[config.mk]
export PLATFORM = sky130hd
export DESIGN_NAME = servo_status_packet_receiver_top
export DESIGN_NICKNAME = d
export VERILOG_FILES = /design/src/sv/sspr_pkg.sv /design/src/sv/servo_status_packet_receiver_top.sv /design/src/sv/sspr_parser.sv
export SDC_FILE = /design/constraint.sdc
export NUM_CORES = 1
export LEC_CHECK = 0
export ABC_AREA = 1
export ABC_CLOCK_PERIOD_IN_PS = 4800
export BUFFER_PORTS_ARGS = -buffer_cell sky130_fd_sc_hd__buf_2
export CAP_MARGIN = 20
export CORE_MARGIN = 2
export CORE_UTILIZATION = 40
export CTS_CLUSTER_SIZE = 10
export DETAILED_ROUTE_END_ITERATION = 12
export PLACE_DENSITY_LB_ADDON = 0.2
export SLEW_MARGIN = 15
export SYNTH_ARGS = -nofsm -noshare
export SYNTH_HDL_FRONTEND = slang
export SYNTH_HIERARCHICAL = 1
export SYNTH_SLANG_ARGS = --single-unit
[constraint.sdc]
create_clock -name clock -period 4.8 [get_ports clock]
set_input_delay 0.24 -clock clock [delete_from_list [all_inputs] [get_ports clock]]
set_output_delay 0.24 -clock clock [all_outputs]
set_load 0.02 [all_outputs]
[src/sv/sspr_pkg.sv]
// ----------------------------------------------------------------------------
// sspr_pkg
// Shared types and constants for the servo status packet receiver.
// ----------------------------------------------------------------------------
package sspr_pkg;

   localparam logic [7:0] HEADER_BYTE = 8'hFF;
   localparam logic [7:0] LEN_OVERHEAD = 8'd2;

   localparam logic OP_BYTE    = 1'b0;
   localparam logic OP_TIMEOUT = 1'b1;

   localparam logic KIND_PARAM  = 1'b0;
   localparam logic KIND_STATUS = 1'b1;

   localparam logic CSR_EXPECTED_ID    = 1'b0;
   localparam logic CSR_EXPECTED_COUNT = 1'b1;

   typedef enum logic [2:0] {
      PH_HUNT   = 3'd0,
      PH_HDR2   = 3'd1,
      PH_ID     = 3'd2,
      PH_LEN    = 3'd3,
      PH_STATUS = 3'd4,
      PH_PARAMS = 3'd5,
      PH_CHECK  = 3'd6
   } phase_type;

   typedef struct packed {
      logic       op;
      logic [7:0] rx_byte;
      logic       rx_fault;
   } req_type;

   typedef struct packed {
      logic       kind;
      logic [7:0] param_index;
      logic [7:0] param_value;
      logic [7:0] device_error;
      logic [7:0] received_id;
      logic       id_mismatch;
      logic       length_mismatch;
      logic       checksum_bad;
      logic       header_bad;
      logic       timed_out;
      logic       line_error;
      logic       last;
   } rsp_type;

endpackage

[src/sv/servo_status_packet_receiver_top.sv]
// ----------------------------------------------------------------------------
// servo_status_packet_receiver_top
// Status packet receiver for a half-duplex servo bus.
// ----------------------------------------------------------------------------
// One request (a received byte or a timeout) is taken every clock cycle while
// req_stall is low. A request lands in an input register, is decoded against
// the parser state combinationally and its result, if any, lands in the output
// register, which drives the rsp_ ports. The output register stalls the input
// register only while a result waits under rsp_stall. csr_ready is always
// high; write the expected id and parameter count only while no request is in
// flight.
// ----------------------------------------------------------------------------
module servo_status_packet_receiver_top (
   input  logic       clock,
   input  logic       reset,

   input  logic       req_valid,
   output logic       req_stall,
   input  logic       req_op,
   input  logic [7:0] req_rx_byte,
   input  logic       req_rx_fault,

   output logic       rsp_valid,
   input  logic       rsp_stall,
   output logic       rsp_kind,
   output logic [7:0] rsp_param_index,
   output logic [7:0] rsp_param_value,
   output logic [7:0] rsp_device_error,
   output logic [7:0] rsp_received_id,
   output logic       rsp_id_mismatch,
   output logic       rsp_length_mismatch,
   output logic       rsp_checksum_bad,
   output logic       rsp_header_bad,
   output logic       rsp_timed_out,
   output logic       rsp_line_error,
   output logic       rsp_last,

   input  logic       csr_valid,
   output logic       csr_ready,
   input  logic       csr_index,
   input  logic [7:0] csr_wdata
);

   logic       in_valid_ff, in_valid_in;
   sspr_pkg::req_type in_req_ff;
   logic       out_valid_ff, out_valid_in;
   sspr_pkg::rsp_type out_rsp_ff;
   logic [7:0] expected_id_ff;
   logic [7:0] expected_count_ff;

   logic       advance;
   logic       req_take;
   logic       step_valid;
   sspr_pkg::rsp_type step_rsp;

   assign advance   = in_valid_ff & (~out_valid_ff | ~rsp_stall);
   assign req_stall = in_valid_ff & ~advance;
   assign req_take  = req_valid & ~req_stall;
   assign csr_ready = 1'b1;

   assign in_valid_in  = req_take | (in_valid_ff & ~advance);
   assign out_valid_in = advance ? step_valid : (out_valid_ff & rsp_stall);

   sspr_parser u_parser (
      .clock                (clock),
      .reset                (reset),
      .step                 (advance),
      .req                  (in_req_ff),
      .expected_id          (expected_id_ff),
      .expected_param_count (expected_count_ff),
      .result_valid         (step_valid),
      .result               (step_rsp)
   );

   always_ff @(posedge clock) begin
      if (reset) begin
         in_valid_ff  <= 1'b0;
         out_valid_ff <= 1'b0;
      end else begin
         in_valid_ff  <= in_valid_in;
         out_valid_ff <= out_valid_in;
      end
   end

   always_ff @(posedge clock) begin
      if (req_take) begin
         in_req_ff.op       <= req_op;
         in_req_ff.rx_byte  <= req_rx_byte;
         in_req_ff.rx_fault <= req_rx_fault;
      end
      if (advance && step_valid) begin
         out_rsp_ff <= step_rsp;
      end
   end

   always_ff @(posedge clock) begin
      if (reset) begin
         expected_id_ff    <= 8'd1;
         expected_count_ff <= 8'd0;
      end else if (csr_valid && csr_ready) begin
         case (csr_index)
            sspr_pkg::CSR_EXPECTED_ID:    expected_id_ff    <= csr_wdata;
            sspr_pkg::CSR_EXPECTED_COUNT: expected_count_ff <= csr_wdata;
            default: begin
               expected_id_ff <= expected_id_ff;
            end
         endcase
      end
   end

   assign rsp_valid           = out_valid_ff;
   assign rsp_kind            = out_rsp_ff.kind;
   assign rsp_param_index     = out_rsp_ff.param_index;
   assign rsp_param_value     = out_rsp_ff.param_value;
   assign rsp_device_error    = out_rsp_ff.device_error;
   assign rsp_received_id     = out_rsp_ff.received_id;
   assign rsp_id_mismatch     = out_rsp_ff.id_mismatch;
   assign rsp_length_mismatch = out_rsp_ff.length_mismatch;
   assign rsp_checksum_bad    = out_rsp_ff.checksum_bad;
   assign rsp_header_bad      = out_rsp_ff.header_bad;
   assign rsp_timed_out       = out_rsp_ff.timed_out;
   assign rsp_line_error      = out_rsp_ff.line_error;
   assign rsp_last            = out_rsp_ff.last;

endmodule

[src/sv/sspr_parser.sv]
// ----------------------------------------------------------------------------
// sspr_parser
// Packet parser state and the one-step decode of a byte or timeout request.
// ----------------------------------------------------------------------------
module sspr_parser (
   input  logic             clock,
   input  logic             reset,
   input  logic             step,
   input  sspr_pkg::req_type req,
   input  logic [7:0]       expected_id,
   input  logic [7:0]       expected_param_count,
   output logic             result_valid,
   output sspr_pkg::rsp_type result
);

   sspr_pkg::phase_type phase_ff, phase_in;
   logic       fault_ff, fault_in;
   logic [7:0] id_ff, id_in;
   logic [7:0] length_ff, length_in;
   logic [7:0] status_ff, status_in;
   logic [7:0] sum_ff, sum_in;
   logic [7:0] left_ff, left_in;
   logic [7:0] position_ff, position_in;

   logic       fault_any;
   logic [7:0] sum_add;
   logic [8:0] expected_len;

   assign fault_any    = fault_ff | req.rx_fault;
   assign sum_add      = sum_ff + req.rx_byte;
   assign expected_len = {1'b0, expected_param_count} + {1'b0, sspr_pkg::LEN_OVERHEAD};

   always_comb begin
      phase_in    = phase_ff;
      fault_in    = fault_ff;
      id_in       = id_ff;
      length_in   = length_ff;
      status_in   = status_ff;
      sum_in      = sum_ff;
      left_in     = left_ff;
      position_in = position_ff;
      if (req.op == sspr_pkg::OP_TIMEOUT) begin
         phase_in = sspr_pkg::PH_HUNT;
         fault_in = 1'b0;
      end else begin
         case (phase_ff)
            sspr_pkg::PH_HUNT: begin
               if (req.rx_byte == sspr_pkg::HEADER_BYTE) begin
                  phase_in = sspr_pkg::PH_HDR2;
                  fault_in = req.rx_fault;
               end
            end
            sspr_pkg::PH_HDR2: begin
               if (req.rx_byte != sspr_pkg::HEADER_BYTE) begin
                  phase_in = sspr_pkg::PH_HUNT;
                  fault_in = 1'b0;
               end else begin
                  phase_in = sspr_pkg::PH_ID;
                  fault_in = fault_any;
               end
            end
            sspr_pkg::PH_ID: begin
               id_in    = req.rx_byte;
               sum_in   = req.rx_byte;
               fault_in = fault_any;
               phase_in = sspr_pkg::PH_LEN;
            end
            sspr_pkg::PH_LEN: begin
               length_in = req.rx_byte;
               sum_in    = sum_add;
               fault_in  = fault_any;
               phase_in  = sspr_pkg::PH_STATUS;
            end
            sspr_pkg::PH_STATUS: begin
               status_in   = req.rx_byte;
               sum_in      = sum_add;
               fault_in    = fault_any;
               position_in = 8'd0;
               if (length_ff > sspr_pkg::LEN_OVERHEAD) begin
                  left_in  = length_ff - sspr_pkg::LEN_OVERHEAD;
                  phase_in = sspr_pkg::PH_PARAMS;
               end else begin
                  left_in  = 8'd0;
                  phase_in = sspr_pkg::PH_CHECK;
               end
            end
            sspr_pkg::PH_PARAMS: begin
               sum_in      = sum_add;
               fault_in    = fault_any;
               position_in = position_ff + 8'd1;
               left_in     = left_ff - 8'd1;
               if (left_ff == 8'd1) begin
                  phase_in = sspr_pkg::PH_CHECK;
               end
            end
            sspr_pkg::PH_CHECK: begin
               phase_in = sspr_pkg::PH_HUNT;
               fault_in = 1'b0;
            end
            default: begin
               phase_in = sspr_pkg::PH_HUNT;
               fault_in = 1'b0;
            end
         endcase
      end
   end

   always_comb begin
      result_valid = 1'b0;
      result       = '0;
      if (req.op == sspr_pkg::OP_TIMEOUT) begin
         result_valid      = 1'b1;
         result.kind       = sspr_pkg::KIND_STATUS;
         result.last       = 1'b1;
         result.timed_out  = 1'b1;
         result.line_error = (phase_ff != sspr_pkg::PH_HUNT) & fault_ff;
      end else begin
         case (phase_ff)
            sspr_pkg::PH_HDR2: begin
               if (req.rx_byte != sspr_pkg::HEADER_BYTE) begin
                  result_valid      = 1'b1;
                  result.kind       = sspr_pkg::KIND_STATUS;
                  result.last       = 1'b1;
                  result.header_bad = 1'b1;
                  result.line_error = fault_any;
               end
            end
            sspr_pkg::PH_PARAMS: begin
               result_valid       = 1'b1;
               result.kind        = sspr_pkg::KIND_PARAM;
               result.param_index = position_ff;
               result.param_value = req.rx_byte;
            end
            sspr_pkg::PH_CHECK: begin
               result_valid           = 1'b1;
               result.kind            = sspr_pkg::KIND_STATUS;
               result.last            = 1'b1;
               result.device_error    = status_ff;
               result.received_id     = id_ff;
               result.id_mismatch     = id_ff != expected_id;
               result.length_mismatch = {1'b0, length_ff} != expected_len;
               result.checksum_bad    = req.rx_byte != ~sum_ff;
               result.line_error      = fault_any;
            end
            default: begin
               result_valid = 1'b0;
            end
         endcase
      end
   end

   always_ff @(posedge clock) begin
      if (reset) begin
         phase_ff <= sspr_pkg::PH_HUNT;
         fault_ff <= 1'b0;
      end else if (step) begin
         phase_ff <= phase_in;
         fault_ff <= fault_in;
      end
   end

   always_ff @(posedge clock) begin
      if (step) begin
         id_ff       <= id_in;
         length_ff   <= length_in;
         status_ff   <= status_in;
         sum_ff      <= sum_in;
         left_ff     <= left_in;
         position_ff <= position_in;
      end
   end

endmodule

==> results.toml <==
[outcome]
status = "complete, no violations"

[worst_setup_path]
path_max_fanout = 28
path_cells = "nand2_1 -> nor2_2 -> inv_1 -> nand3_1 -> inv_1 -> nand2_1 -> inv_1 -> nor3_2 -> buf_12"
cp-start-kind = "register"
slowest_delay_ps = 540
crit_top_cell = "inv_1"
cp-end-kind = "register"
arrival_ps = 2860
criticalPathCategory = "register to register"
crit_slowest_cell = "nor3_2"
cp.required_ps = 4900

[timing]
slew_headroom_pct = 42.03
slew_violations = 0
fin_crit_sh_pct = 57.44
fin_setup_tns_ps = 0
rsz0062_at_grt = "no"
finClkSkew_ps = 7.097
worstMarginPinSlew_ps = 866.4
fmax_mhz = 362.7
finalSetupViolCount = 0
min_period_ps = 2757
hold_viol_final = 0

[layout]
layout.cells.non_filler = 852
final_nets = 696
syn_to_final_growth_pct = 19.88
drive_gt1_share_pct = 17.26
fin_area_um2 = 6738
diodes = 0
largest_reg_flops = 10
regMostFlops = "in_req_ff"

[pwr]
leakage_nw = 2.867
powerDensity_nw_per_um2 = 361.7
vdd_drop_max_mv = 0.2509

[floorplan]
io_pins = 67
coreArea_um2 = 13830
start_util_pct = 40.65
rows = 43
die_area_um2 = 15010
die_y_um = 122.5
fp.dieW_um = 122.5

[global_routing]
antenna_found_initial = 0
grt_max_degree = 29
grtUsageTotal_pct = 17.33
grt_pass1_wl_um = 19480
overflow = 0
grt_pass1_vias = 3870

[clock_network]
post_cts_resized = 0
cts_root_buf = "clkbuf_16"
cts_inserted_buffers = 17
hold_buffers = 7
cts_tree = "done"
clock_latency_ps = 410
cts_setup_buffers = 0
cts_max_path_buffers = 2
htree_levels = 4
clk_pin_slew_ps = 50
clkSinkCount = 120

[job]
timing.max_cap.violations = 0

[place]
dp.cells = 812
dp.final_hpwl_um = 8693
numPortBuffers = 65
dpl_cell_area_um2 = 6117
gp_congestion = 0.8775

[synth]
synth_edf_count = 98
synth_top_cell_area_share_pct = 52.36
synth_common_cells = "nand2_1 (117), edfxtp_1 (98), nor2_1 (79)"
synth_fp_nets = 615
yosysSeqAreaShare_pct = 60.20
synth_area_leaders = "edfxtp_1 (52%), dfxtp_1 (7.8%), nand2_1 (7.8%)"
ys_types = 37
syn_area_um2 = 5620
synth.most_common_cell = "nand2_1"
ys.flop_type = "edfxtp_1"
synth.avg_cell_area_um2 = 9.724
postSynthCellCount = 578
async_reset_ff_share_pct = 0
ys_ff_latch = 120
yosysTopAreaCell = "edfxtp_1"
yosysWarnings = 6

[drt]
drt-initial-drc-count = 339
drc = 0
firstDrtPassIters = 6
vias_per_cell = 4.893
vias = 4169
drt-total-wl_um = 12480
ant_nets = 0
detail_route.wl_per_cell_um = 14.64

[min_path]
min_path_type = "input port to register"
==> path summary, 6_finish.rpt <==
kind	to	depth (start not counted)	slack (ps)	startpoint
worst max-delay path	rsp_timed_out$_DFFE_PP_	9	2040	u_parser/phase_ff[2]$_SDFFE_PP0P_
worst min-delay path	in_req_ff[0]$_DFFE_PP_	1	30	req_rx_fault
worst max register to register	rsp_timed_out$_DFFE_PP_	9	2040	u_parser/phase_ff[2]$_SDFFE_PP0P_
worst min register to register	u_parser/fault_ff$_SDFFE_PP0P_	2	480	u_parser/fault_ff$_SDFFE_PP0P_
==> critical path, delay by kind of cell, from the launching register on <==
kind,cells,cell delay (ps)
DFF,1,530
and+or+nand+nor,5,1360
buffers and inverters,4,540
==> routing by layer <==
layer	wire length [um]	vias to the layer above	global-route usage, %
met4	207	0	7.184
li1	-	2092	-
met3	526	18	4.600
met5	0	-	0
met1	5928	1947	23.16
met2	5814	112	26.74
==> metrics by stage <==
stage	worst slack [ps]	power [W]	hold slack [ps]	utilization, %
2_1_floorplan	587.7	0.001245	309.1	-
3_3_place_gp	1746	0.001277	417.4	44.19
3_5_place_dp	2047	0.001280	420.0	44.24
4_1_cts	2007	0.002460	7.500	48.69
5_1_grt	1804	0.002518	4.990	48.73
6_report	2043	0.002437	26.74	48.73
==> power by group <==
part | switching [W] | internal, W | total [W]
logic | 0.0000629 | 0.0000407 | 0.000104
clock network | 0.000422 | 0.000750 | 0.00117
registers | 0.0000212 | 0.00114 | 0.00116
==> logic make-up (layout without fill, tap and decap cells) <==
logic type,after synthesis,after routing,share of synthesized area (%)
xor+xnor,19,19,2.961
other cells,1,1,0.06672
buf+inv,89,183,6.723
simple gates,277,277,21.37
fa+ha+maj,13,13,3.028
compound gates,59,59,5.655
flops,120,120,60.20
==> layout by cell type, fill, tap and decap left out, drive strengths merged, types with 10 or more instances in the layout <==
cell,netlist,final
dfxtp,22,22
clkbuf,2,20
o21ai,25,25
nand3,44,44
nand4,10,10
nor2,82,82
inv,75,75
buf,12,69
ha,12,12
nand2,120,120
a21oi,24,24
edfxtp,98,98
xor2,12,12
==> cell type report <==
class	count	area [um^2]
Clock buffer	20	436.7
Clock inverter	12	108.9
Fill cell	1253	7089
Inverter	75	284.0
Multi-Input combinational cell	369	1864
Sequential cell	120	3383
Tap cell	180	225.2
Timing Repair Buffer	76	435.4
Note: power is estimated with default switching activity, not from simulation.
